`config.mk`:
```
export PLATFORM = sky130hd
export DESIGN_NAME = wildcard_byte_pattern_matcher_unit
export DESIGN_NICKNAME = d
export VERILOG_FILES = /design/src/hdl/wbpm_pkg.sv /design/src/hdl/wbpm_cfg.sv /design/src/hdl/wbpm_core.sv /design/src/hdl/wbpm_out.sv /design/src/hdl/wildcard_byte_pattern_matcher_unit.sv
export SDC_FILE = /design/constraint.sdc
export NUM_CORES = 1
export LEC_CHECK = 0
export ABC_AREA = 1
export ABC_CLOCK_PERIOD_IN_PS = 8200
export BUFFER_PORTS_ARGS = -buffer_cell sky130_fd_sc_hd__buf_2
export CAP_MARGIN = 20
export CORE_MARGIN = 1
export CORE_UTILIZATION = 30
export DETAILED_ROUTE_END_ITERATION = 7
export PLACE_DENSITY = 0.54
export SYNTH_ARGS = -nofsm -noshare
export SYNTH_HDL_FRONTEND = slang
export SYNTH_SLANG_ARGS = --single-unit
export TNS_END_PERCENT = 1
```
`constraint.sdc`:
```
create_clock -name clk -period 8.2 [get_ports clk]
set_clock_uncertainty 0.1 [all_clocks]
set_input_delay 0.41 -clock clk [delete_from_list [all_inputs] [get_ports clk]]
set_output_delay 0.41 -clock clk [all_outputs]
set_load 0.01 [all_outputs]
```
`src/hdl/wbpm_pkg.sv`:
```
// ----------------------------------------------------------------------------
// Wildcard byte pattern matcher package
// Shared constants, register codes and word types of the matcher.
// ----------------------------------------------------------------------------
package wbpm_pkg;

  localparam int MAX_PATTERN_BYTES = 16;
  localparam int OFFSET_BITS       = 32;

  localparam int CFG_INDEX_W  = 3;
  localparam int CFG_DATA_W   = 64;
  localparam int PAT_LEN_W    = 5;
  localparam int MASK_W       = 16;
  localparam int MATCH_OFFSET_W = 32;

  // configuration register indexes
  localparam logic [CFG_INDEX_W-1:0] REG_PATTERN_LOW    = 3'd0;
  localparam logic [CFG_INDEX_W-1:0] REG_PATTERN_HIGH   = 3'd1;
  localparam logic [CFG_INDEX_W-1:0] REG_WILDCARD_MASK  = 3'd2;
  localparam logic [CFG_INDEX_W-1:0] REG_PATTERN_LENGTH = 3'd3;
  localparam logic [CFG_INDEX_W-1:0] REG_FIRST_ONLY     = 3'd4;

  typedef struct packed {
    logic [7:0] data_byte;
    logic       last_byte;
  } in_t;

  typedef struct packed {
    logic [MATCH_OFFSET_W-1:0] match_offset;
    logic                      is_match;
    logic                      last;
  } out_t;

  typedef struct packed {
    logic [CFG_DATA_W-1:0] pattern_low;
    logic [CFG_DATA_W-1:0] pattern_high;
    logic [MASK_W-1:0]     wildcard_mask;
    logic [PAT_LEN_W-1:0]  pattern_length;
    logic                  first_only;
  } cfg_t;

endpackage

```
`src/hdl/wbpm_cfg.sv`:
```
// ----------------------------------------------------------------------------
// Matcher configuration registers
// Holds pattern, wildcard mask, length and mode written over the cfg channel.
// ----------------------------------------------------------------------------
module wbpm_cfg (
  input  logic                              clk,
  input  logic                              rst,
  input  logic                              cfg_valid,
  output logic                              cfg_ready,
  input  logic [wbpm_pkg::CFG_INDEX_W-1:0]  cfg_index,
  input  logic [wbpm_pkg::CFG_DATA_W-1:0]   cfg_data,
  output wbpm_pkg::cfg_t                    cfg
);

  assign cfg_ready = 1'b1;

  always_ff @(posedge clk) begin
    if (rst) begin
      cfg.pattern_low    <= '0;
      cfg.pattern_high   <= '0;
      cfg.wildcard_mask  <= '0;
      cfg.pattern_length <= wbpm_pkg::PAT_LEN_W'(1);
      cfg.first_only     <= 1'b0;
    end else if (cfg_valid) begin
      unique case (cfg_index)
        wbpm_pkg::REG_PATTERN_LOW: begin
          cfg.pattern_low <= cfg_data;
        end
        wbpm_pkg::REG_PATTERN_HIGH: begin
          cfg.pattern_high <= cfg_data;
        end
        wbpm_pkg::REG_WILDCARD_MASK: begin
          cfg.wildcard_mask <= cfg_data[wbpm_pkg::MASK_W-1:0];
        end
        wbpm_pkg::REG_PATTERN_LENGTH: begin
          cfg.pattern_length <= cfg_data[wbpm_pkg::PAT_LEN_W-1:0];
        end
        wbpm_pkg::REG_FIRST_ONLY: begin
          cfg.first_only <= cfg_data[0];
        end
        default: begin
          // unmapped index: drop the write
        end
      endcase
    end
  end

endmodule

```
`src/hdl/wbpm_core.sv`:
```
// ----------------------------------------------------------------------------
// Matcher core
// Input register, byte window, offset counter and parallel byte compare.
// ----------------------------------------------------------------------------
module wbpm_core #(
  parameter int MAX_PATTERN_BYTES = wbpm_pkg::MAX_PATTERN_BYTES,
  parameter int OFFSET_BITS       = wbpm_pkg::OFFSET_BITS
) (
  input  logic            clk,
  input  logic            rst,
  input  wbpm_pkg::cfg_t  cfg,
  input  logic            in_valid,
  output logic            in_ready,
  input  wbpm_pkg::in_t   in_payload,
  output logic            res_valid,
  input  logic            res_ready,
  output wbpm_pkg::out_t  res_payload
);

  localparam int LEN_W = $clog2(MAX_PATTERN_BYTES + 1);
  localparam int IDX_W = (MAX_PATTERN_BYTES > 1) ? $clog2(MAX_PATTERN_BYTES) : 1;
  localparam logic [wbpm_pkg::PAT_LEN_W-1:0] LEN_LIMIT =
    wbpm_pkg::PAT_LEN_W'(MAX_PATTERN_BYTES);

  logic                   s1_valid;
  wbpm_pkg::in_t          s1_word;
  logic                   s1_go;
  logic [7:0]             window [MAX_PATTERN_BYTES];
  logic [7:0]             window_next [MAX_PATTERN_BYTES];
  logic [OFFSET_BITS-1:0] bytes_seen;
  logic [OFFSET_BITS-1:0] count;
  logic [OFFSET_BITS-1:0] len_ext;
  logic [OFFSET_BITS-1:0] offset;
  logic                   match_reported;
  logic [LEN_W-1:0]       len_used;
  logic [MAX_PATTERN_BYTES-1:0] byte_ok;
  logic                   hit;
  logic                   emit;

  // clamp the programmed length into 1..MAX_PATTERN_BYTES
  always_comb begin
    priority if (cfg.pattern_length == '0) begin
      len_used = LEN_W'(1);
    end else if (cfg.pattern_length > LEN_LIMIT) begin
      len_used = LEN_W'(MAX_PATTERN_BYTES);
    end else begin
      len_used = LEN_W'(cfg.pattern_length);
    end
  end

  // window as it stands once the current byte is shifted in
  assign window_next[0] = s1_word.data_byte;
  for (genvar k = 1; k < MAX_PATTERN_BYTES; k++) begin : g_shift
    assign window_next[k] = window[k-1];
  end

  // pattern byte i lines up with the byte len-1-i steps back
  for (genvar i = 0; i < MAX_PATTERN_BYTES; i++) begin : g_cmp
    localparam logic [LEN_W-1:0] I_VAL = LEN_W'(i);
    logic [7:0]       pat_byte;
    logic [LEN_W-1:0] sel;

    if (i < 8) begin : g_lo
      assign pat_byte = cfg.pattern_low[8*i +: 8];
    end else begin : g_hi
      assign pat_byte = cfg.pattern_high[8*(i-8) +: 8];
    end

    assign sel = len_used - I_VAL - LEN_W'(1);
    assign byte_ok[i] = (I_VAL >= len_used) || cfg.wildcard_mask[i] ||
                        (window_next[sel[IDX_W-1:0]] == pat_byte);
  end

  // bytes of the region including the current one, saturating
  assign count   = (bytes_seen == '1) ? bytes_seen : bytes_seen + OFFSET_BITS'(1);
  assign len_ext = OFFSET_BITS'(len_used);
  assign offset  = count - len_ext;

  assign hit  = (count >= len_ext) && (&byte_ok) &&
                !(cfg.first_only && match_reported);
  assign emit = hit || s1_word.last_byte;

  assign res_valid                = s1_valid && emit;
  assign res_payload.match_offset = hit ? wbpm_pkg::MATCH_OFFSET_W'(offset) : '0;
  assign res_payload.is_match     = hit;
  assign res_payload.last         = s1_word.last_byte;

  // advance unless a result is waiting on a full output stage
  assign s1_go    = s1_valid && (!emit || res_ready);
  assign in_ready = !s1_valid || s1_go;

  always_ff @(posedge clk) begin
    if (rst) begin
      s1_valid       <= 1'b0;
      bytes_seen     <= '0;
      match_reported <= 1'b0;
    end else begin
      if (in_ready) begin
        s1_valid <= in_valid;
      end
      if (s1_go) begin
        if (s1_word.last_byte) begin
          bytes_seen     <= '0;
          match_reported <= 1'b0;
        end else begin
          bytes_seen     <= count;
          match_reported <= match_reported || hit;
        end
      end
    end
  end

  // window bytes from an older region stay; hit ignores them until the count covers the pattern
  always_ff @(posedge clk) begin
    if (in_valid && in_ready) begin
      s1_word <= in_payload;
    end
    if (s1_go) begin
      window <= window_next;
    end
  end

endmodule

```
`src/hdl/wbpm_out.sv`:
```
// ----------------------------------------------------------------------------
// Matcher result register
// Holds one result word until the receiver takes it.
// ----------------------------------------------------------------------------
module wbpm_out (
  input  logic            clk,
  input  logic            rst,
  input  logic            res_valid,
  output logic            res_ready,
  input  wbpm_pkg::out_t  res_payload,
  output logic            out_valid,
  input  logic            out_ready,
  output wbpm_pkg::out_t  out_payload
);

  assign res_ready = !out_valid || out_ready;

  always_ff @(posedge clk) begin
    if (rst) begin
      out_valid <= 1'b0;
    end else if (res_ready) begin
      out_valid <= res_valid;
    end
  end

  always_ff @(posedge clk) begin
    if (res_valid && res_ready) begin
      out_payload <= res_payload;
    end
  end

endmodule

```
`src/hdl/wildcard_byte_pattern_matcher_unit.sv`:
```
// ----------------------------------------------------------------------------
// Wildcard byte pattern matcher
// Scans a byte stream for a pattern of up to MAX_PATTERN_BYTES bytes, each
// pattern byte optionally a wildcard, and reports match start offsets.
//
// Usage:
//   cfg channel: index/data writes into pattern, mask, length and mode
//   registers; always ready. Write only while the scanner is idle.
//   in channel: one region byte per word, last_byte marks the region end.
//   out channel: a word per match (is_match=1) and one word on the final
//   byte of a region, flagged last (is_match=0 if no match ends there).
//   Path: a taken byte lands in the input register; its result, formed
//   combinationally from it, is held in the result register until out
//   takes it.
//   Throughput: one byte per cycle; the compare of all pattern bytes is
//   done in parallel in the single logic stage between the two registers.
//   When out stalls, bytes that produce no result keep flowing; a byte with
//   a result waits in the input register and in_ready drops behind it.
//   Reset clears the registers to pattern length one, all matches mode,
//   and starts a fresh region.
// ----------------------------------------------------------------------------
module wildcard_byte_pattern_matcher_unit #(
  parameter int MAX_PATTERN_BYTES = wbpm_pkg::MAX_PATTERN_BYTES,
  parameter int OFFSET_BITS       = wbpm_pkg::OFFSET_BITS
) (
  input  logic                              clk,
  input  logic                              rst,
  input  logic                              cfg_valid,
  output logic                              cfg_ready,
  input  logic [wbpm_pkg::CFG_INDEX_W-1:0]  cfg_index,
  input  logic [wbpm_pkg::CFG_DATA_W-1:0]   cfg_data,
  input  logic                              in_valid,
  output logic                              in_ready,
  input  wbpm_pkg::in_t                     in_payload,
  output logic                              out_valid,
  input  logic                              out_ready,
  output wbpm_pkg::out_t                    out_payload
);

  wbpm_pkg::cfg_t cfg;
  logic           res_valid;
  logic           res_ready;
  wbpm_pkg::out_t res_payload;

  wbpm_cfg u_cfg (
    .clk       (clk),
    .rst       (rst),
    .cfg_valid (cfg_valid),
    .cfg_ready (cfg_ready),
    .cfg_index (cfg_index),
    .cfg_data  (cfg_data),
    .cfg       (cfg)
  );

  wbpm_core #(
    .MAX_PATTERN_BYTES (MAX_PATTERN_BYTES),
    .OFFSET_BITS       (OFFSET_BITS)
  ) u_core (
    .clk         (clk),
    .rst         (rst),
    .cfg         (cfg),
    .in_valid    (in_valid),
    .in_ready    (in_ready),
    .in_payload  (in_payload),
    .res_valid   (res_valid),
    .res_ready   (res_ready),
    .res_payload (res_payload)
  );

  wbpm_out u_out (
    .clk         (clk),
    .rst         (rst),
    .res_valid   (res_valid),
    .res_ready   (res_ready),
    .res_payload (res_payload),
    .out_valid   (out_valid),
    .out_ready   (out_ready),
    .out_payload (out_payload)
  );

endmodule

```
==> results.md, run 1 <==
* Final setup viols at 0
* Die H at ~280 um
* Post-CTS sizing at 0
* Avg Cell Area, Syn at between 6 and 7 um2
* Largest net degree at the start of global routing at 89
* Top layer reached by signal wires: met5
* Router iterations before antenna repair at 6
* Post-route DRC at 0
* RD Place Congestion at between 0.9 and 1
* RSZ-0062 raised after global routing: false
* Crit-path max FO at 67
* H-tree levels at 2
* Filler cell count at 8435
* Worst-Margin Slew at 1.01 ns
* Fin. Hold Viols at 0
* Synth area leaders: edfxtp_1 21%, nand2_1 20%, nand3_1 16%
* Die area at 78700 um2
* Mux cell area share after synthesis at less than 1%
* First-pass GRT wire length at 142 mm
* Clock sinks at 348
* Antenna-violating nets left at 0
* Sequential share of the synthesized area at 36.9%
* Final Util at 35.0%
* CP endpoint kind: output port
* All-Layer GR Usage at roughly a quarter
* Syn nets at 3720
* Async set-reset flop share out of synthesis at 0%
* IO Port Bufs at 116
* Post-synth EDFFs at 163
* Hold WC Path Type: in2reg
* Clk_lat worst skew at 0.63 ns
* Met2 Routed Length at 41.4 mm
* Met1 WL at between 40 and 50 mm
* Met3 WL at about 7.5 mm
* Initial core utilization at 30.5%
* CTS tree: built
* Post-Synth Simple-Gate Area at 43.9%
* Post-CTS Setup Repair Bufs at 0
* Max-cap viol count at 0
* Drt wl/cell at 20.2 um
* Core Rows at 101
* Setup crit start: u_cfg.cfg[4]
* TritonCTS buffer count at 44
* Final period util at about four fifths
* DRT iter0 DRCs at 3006
* Via density at ~5.2
* Reg2reg setup slack at 1.68 ns
* Num ports at ~120
* Dpl cells at 4621
* Worst setup SP type: flip-flop
* Distinct cell type count of the synthesized netlist at 43
* Number of synthesis warnings at 0
* Comb pwr share at 23.8%
* Most frequent cells after synthesis: 1210 x nand2_1, 759 x nand3_1, 302 x nor2_1, 293 x inv_1, 185 x dfxtp_1
* Root Driver: clkbuf_16
* Crit Path Category: reg2out
* XOR/XNOR share of the synthesized area at 2.73%
* Die W at 281 um
* Critical Path AT at roughly 6 ns
* Vias in the first global route at between 20k and 25k
* F_max at roughly 150 MHz
* Pleak at 12.1 nW
* Reg-to-Reg Start: u_core.bytes_seen[1]
* Switching power at between 1.5 and 2 mW
* Critical R2R Capture: u_core.window[91]
* Setup TNS at 0 ns
* CP endpoint: in_ready
* Worst-path clk slew at ~0.06 ns
* Max-slew headroom at about a third
* Sw frac at 34.1%
* Reg2Reg Depth at 26
* Mapped Area at between 20000 and 25000 um2
* Mapped Cells at 3620
* Post-synth top area share at 21.0%
* GRT Residual Overflow at 0
* Hold Buf Count CTS at 51
* Part of the power in the clock network at just under 40%
* Detailed-route via count at 24.6k
* Reg power frac at 37.2%
* Total power at 5.25 mW
* Status: completed
* Register bit total from synthesis at 348
* Post-synthesis compound-gate area fraction at 7.10%
* Internal power at 3.46 mW
* Number of diodes at 0
* VDD IR max at 0.121 mV
* PwrDens at 196 nW/um2
* Largest family of logic cells by synthesized area: simple AND/OR/NAND/NOR gates
* Share of layout cells above drive strength 1 at 6.82%
* Required time worst endpoint at between 7 and 8 ns
* Most frequent cell after synthesis: nand2_1
* Initial antenna violation count at 1
* Final layout net count at 3789
* Top FF cell, synth: dfxtp_1
* Final Critical Period at 6.57 ns
* Post-Synth Adder-Cell Area at about 1.1%
* Final std cells w/o fill at 4755
* CTS Buffer Depth at 3
* Routed WL at 96.0 mm
* Post-DP HPWL at approximately 74 mm
* Area Growth Syn to Fin at 14.7%
* Core region area at 76300 um2
* Cell taking the most area after synthesis: edfxtp_1
* Final Max Tran Viols at 0
cells by family (layout without fill, tap and decap cells):
family          Yosys count  after routing
xor+xnor                 68             68
compound gates          322            322
simple gates           2383           2383
fa+ha+maj                19             19
flops                   348            348
buf+inv                 478            583
mux                       1              1
other cells               1              1
metal layers:
metal  vias to the layer above  GRT usage, %
li1                      12015             -
met1                     11444          35.1
met2                       991          36.8
met3                       134          2.92
met4                         2          7.09
met5                         -             0
stage by stage:
step           hold WS (ns)  setup WS (ns)  cell area [um2]
6_report             0.0214           1.63            26700
5_1_grt              0.0245           1.12            26700
4_1_cts             0.00171           1.68            26700
3_5_place_dp          0.332           1.79            24700
3_3_place_gp          0.329           1.74            24700
2_1_floorplan         0.324           1.26            23300
sequential cells by signal (all words and copies together), names as in the netlist:
signal                 cells
u_cfg.cfg                150
u_core.window            120
u_out.out_payload         34
u_core.res_payload         1
u_core.bytes_seen         32
u_core.match_reported      1
u_core.s1_word             8
u_core.s1_valid            1
u_out.out_valid            1
worst max-delay path: stages (launching register included):
cell and delay [ns]:
dfxtp_1 0.48, nor2_1 0.10, nand2_1 0.09, nand2_1 0.12, nand2_2 0.21, buf_4 0.68, ha_1 0.36, nand3_1 0.10
nand2_1 0.69, nand2_1 0.11, nand2_1 0.29, nand3_1 0.18, nand2_1 0.10, nand2_1 0.05, nand2_1 0.06, nand2_1 0.07
nor2_1 0.11, nand2_1 0.13, nand2_1 0.09, nand3_1 0.07, nor2_1 0.23, nand4_2 0.14, nand2_2 0.10, nand2_2 0.06
buf_4 0.31, nor2_1 0.20, inv_1 0.07, buf_2 0.15
power groups by stage:
stage               logic [mW]  registers [mW]  clock network (mW)
finish                    1.25            1.95                2.05
global route              1.38            1.96                2.14
CTS                       1.23            1.95                2.08
detailed placement        1.20            1.99                   0
global placement          1.20            1.99                   0
floorplan                0.833            1.97                   0
how the worst min path moves through the flow:
stage | from | to | slack [ns] | cells after the start
2_1_floorplan | u_cfg.cfg[0] | u_cfg.cfg[0] | 0.32 | 2
3_3_place_gp | u_core.window[23] | u_core.window[15] | 0.33 | 0
3_5_place_dp | u_core.window[23] | u_core.window[15] | 0.33 | 0
4_1_cts | cfg_data[46] | u_cfg.cfg[132] | 0.002 | 3
5_1_grt | cfg_data[18] | u_cfg.cfg[104] | 0.02 | 3
6_report | cfg_data[46] | u_cfg.cfg[132] | 0.02 | 3
layout by cell type (no fill, tap or decap), types with 19 or more instances in the layout:
cell              n
nand2_1        1205
nand3_1         759
nor2_1          300
inv_1           290
dfxtp_1         184
o21ai_0         166
edfxtp_1        163
a21oi_1         142
buf_2           116
dlygate4sd3_1    51
clkbuf_16        47
xor2_1           45
nand3b_1         43
buf_4            29
nand4_1          28
xnor2_1          19
final cells by class:
| class | instances | area [um2] | share of cell area, % |
|---|---|---|---|
| clock buffers | 67 | 1320 | 4.95 |
| well taps | 1030 | 1290 | 4.82 |
| clock inverters | 15 | 191 | 0.716 |
| repair buffers | 198 | 1350 | 5.05 |
| flip-flops and latches | 348 | 8600 | 32.2 |
| multi-input cells | 2794 | 12800 | 48.0 |
| inverters | 303 | 1140 | 4.28 |
(Power assumes the default switching activity.)
==> run 2, diff against run 1 <==
Settings changed: ABC_CLOCK_PERIOD_IN_PS 8200 to 5900, PLACE_DENSITY 0.54 to 0.55.
Clock period 8.2 ns to 5.9 ns, I/O delays scaled along.
==> results.md, run 2 (same netlist as run 1, synthesis figures left out) <==
* Routed WL at 96.4 mm (+0.41%)
* TritonCTS buffer count at 43 (-2.3%)
* Worst-Margin Slew at 1.04 ns (+0.0337 ns)
* Die W at 281 um (unchanged)
* Post-CTS Setup Repair Bufs at 0 (unchanged)
* Total power at 7.29 mW (+39%)
* Via density at 5.18 (+0.13%)
* DRT iter0 DRCs at 2746 (-8.6%)
* Largest net degree at the start of global routing at 159 (+79%)
* Dpl cells at 4637 (+0.35%)
* Root Driver: clkbuf_16
* Initial antenna violation count at 1 (unchanged)
* Crit Path Category: reg2out
* Critical-path top delay cell: dfxtp_1
* Fin. Hold Viols at 0 (unchanged)
* IO Port Bufs at 116 (unchanged)
* Critical path's top delay family: simple AND/OR/NAND/NOR gates
* Final period util at 93.3%
* Antenna-violating nets left at 0 (unchanged)
* Pleak at 12.3 nW (+1.3%)
* Reg-to-Reg Start: u_cfg.cfg[5]
* F_max at 182 MHz
* Worst setup SP type: flip-flop
* Setup crit start: u_cfg.cfg[5]
* Most frequent cells in the layout: 1204 x nand2_1, 759 x nand3_1, 300 x nor2_1, 290 x inv_1, 184 x dfxtp_1
* Number of diodes at 0 (unchanged)
* Required time worst endpoint at 5.51 ns (-2.18 ns)
* Drt wl/cell at 20.1 um (-0.33%)
* Share of layout cells above drive strength 1 at 7.31% (+0.50 points)
* Clk_lat worst skew at 0.59 ns (-0.04 ns)
* Worst Slack Setup Final at 0.393 ns (-1.24 ns)
* Core region area at 76300 um2 (unchanged)
* CP endpoint kind: output port
* CTS Buffer Depth at 3 (unchanged)
* Final setup viols at 0 (unchanged)
* HP Start: cfg_valid
* H-tree levels at 2 (unchanged)
* RSZ-0062 raised after global routing: false
* Initial core utilization at 30.5% (unchanged)
* Max-slew headroom at 30.6% (-2.2 points)
* Crit path largest cell delay at 0.50 ns (-0.19 ns)
* Worst-path clk slew at 0.06 ns (about the same)
* Die H at 281 um (unchanged)
* Max-cap viol count at 0 (unchanged)
* Most used cell, CP: nand2_1
* Register bank with the most flops: u_cfg.cfg
* GRT Residual Overflow at 0 (unchanged)
* Place WS at 0.639 ns (-1.15 ns)
* Area Growth Syn to Fin at 16.2%
* Final std cells w/o fill at 4790 (+0.74%)
* Final Critical Period at roughly 5.5 ns
* Final layout net count at 3826 (+0.98%)
* Clock sinks at 348 (unchanged)
* Router iterations before antenna repair at 6 (unchanged)
* Final Max Tran Viols at 0 (unchanged)
* Post-route DRC at 0 (unchanged)
* First-pass GRT wire length at 143 mm (+0.65%)
* CTS tree: built
* Post-DP HPWL at 74.0 mm (+0.23%)
* Detailed-route via count at 24.8k (+0.86%)
* Most common cell after layout, fill and taps aside: nand2_1
* Setup TNS at 0 ns (unchanged)
* Crit-path max FO at 19 (-72%)
* Num ports at 118 (unchanged)
* Reg2reg setup slack at 0.51 ns (-1.17 ns)
* Status: completed
* Buffers and inverters on the worst path at 7 (+3)
* Core Rows at 101 (unchanged)
* Die area at 78700 um2 (unchanged)
* Final Util at 35.4% (+0.43 points)
* Vias in the first global route at 22.6k (+3.2%)
* RD Place Congestion at 1.02 (+2.2%)
* Filler cell count at 8455 (+0.24%)
* Max FFs per register at 150 (unchanged)
* Hold WC Path Type: in2reg
* Critical Path AT at 5.11 ns (-0.95 ns)
* Biggest regs: u_cfg.cfg: 150 flops, u_core.window: 120 flops, u_out.out_payload: 34 flops
* PwrDens at 269 nW/um2 (+37%)
* All-Layer GR Usage at 24.3% (+0.23 points)
* VDD IR max at 0.191 mV (+57%)
-- run 2: changes by cell type in the layout (fill, tap and decap cells not counted), sizes merged --
cell         change
dlygate4sd3     +23
clkbuf          -15
clkinv           +5
inv              +2
buf             +15
bufinv           +2
clkinvlp         +3
-- run 2: power by group --
part | switching (mW) | total (mW) | internal [mW] | leakage, nW
registers | 0.0848 | 2.71 | 2.63 | 3.04
clock network | 1.17 | 2.81 | 1.64 | 0.723
logic | 1.22 | 1.77 | 0.546 | 8.51
total | 2.47 | 7.29 | 4.82 | 12.3
-- run 2: timing repair --
item,4_1_cts,5_1_grt
gates resized for setup,0,2
hold endpoints to repair,135,0
hold buffers,74,0
endpoints found under the setup margin,0,1
-- run 2: metrics by stage --
step	area, um2	hold slack [ns]
after floorplan	23300	0.267
after global placement	24800	0.331
after detailed placement	24800	0.334
after CTS	27000	0.0138
after global routing	27100	0.0718
final	27100	0.0368
-- run 2: metal layers --
layer	track usage, %	wire [um]	vias to the layer above
met2	36.4	40700	1084
met1	34.4	43300	11431
met3	4.17	8400	179
met5	0	0	-
li1	-	-	12104
met4	9.19	3990	0
-- run 2: final cells by class --
cell class              count  area (um2)  share of cell area [%]
flip-flops and latches    348        8600                    31.8
clock inverters            27         275                    1.02
multi-input cells        2794       12800                    47.4
inverters                 303        1150                    4.24
clock buffers              52        1200                    4.45
repair buffers            236        1700                    6.30
well taps                1030        1290                    4.76
-- run 2: final timing paths --
check,to,cells after the start
setup / recovery,in_ready,26
hold / removal,u_cfg.cfg[0],3
setup reg to reg,u_out.out_valid,28
hold reg to reg,u_core.window[99],0
-- run 2: tightest hold or removal path, delay by kind of cell --
| kind | cells | cell delay (ns) |
|---|---|---|
| AO/OA/AOI/OAI | 1 | 0.09 |
| buffers and inverters | 1 | 0.10 |
| AND/OR/NAND/NOR | 1 | 0.18 |
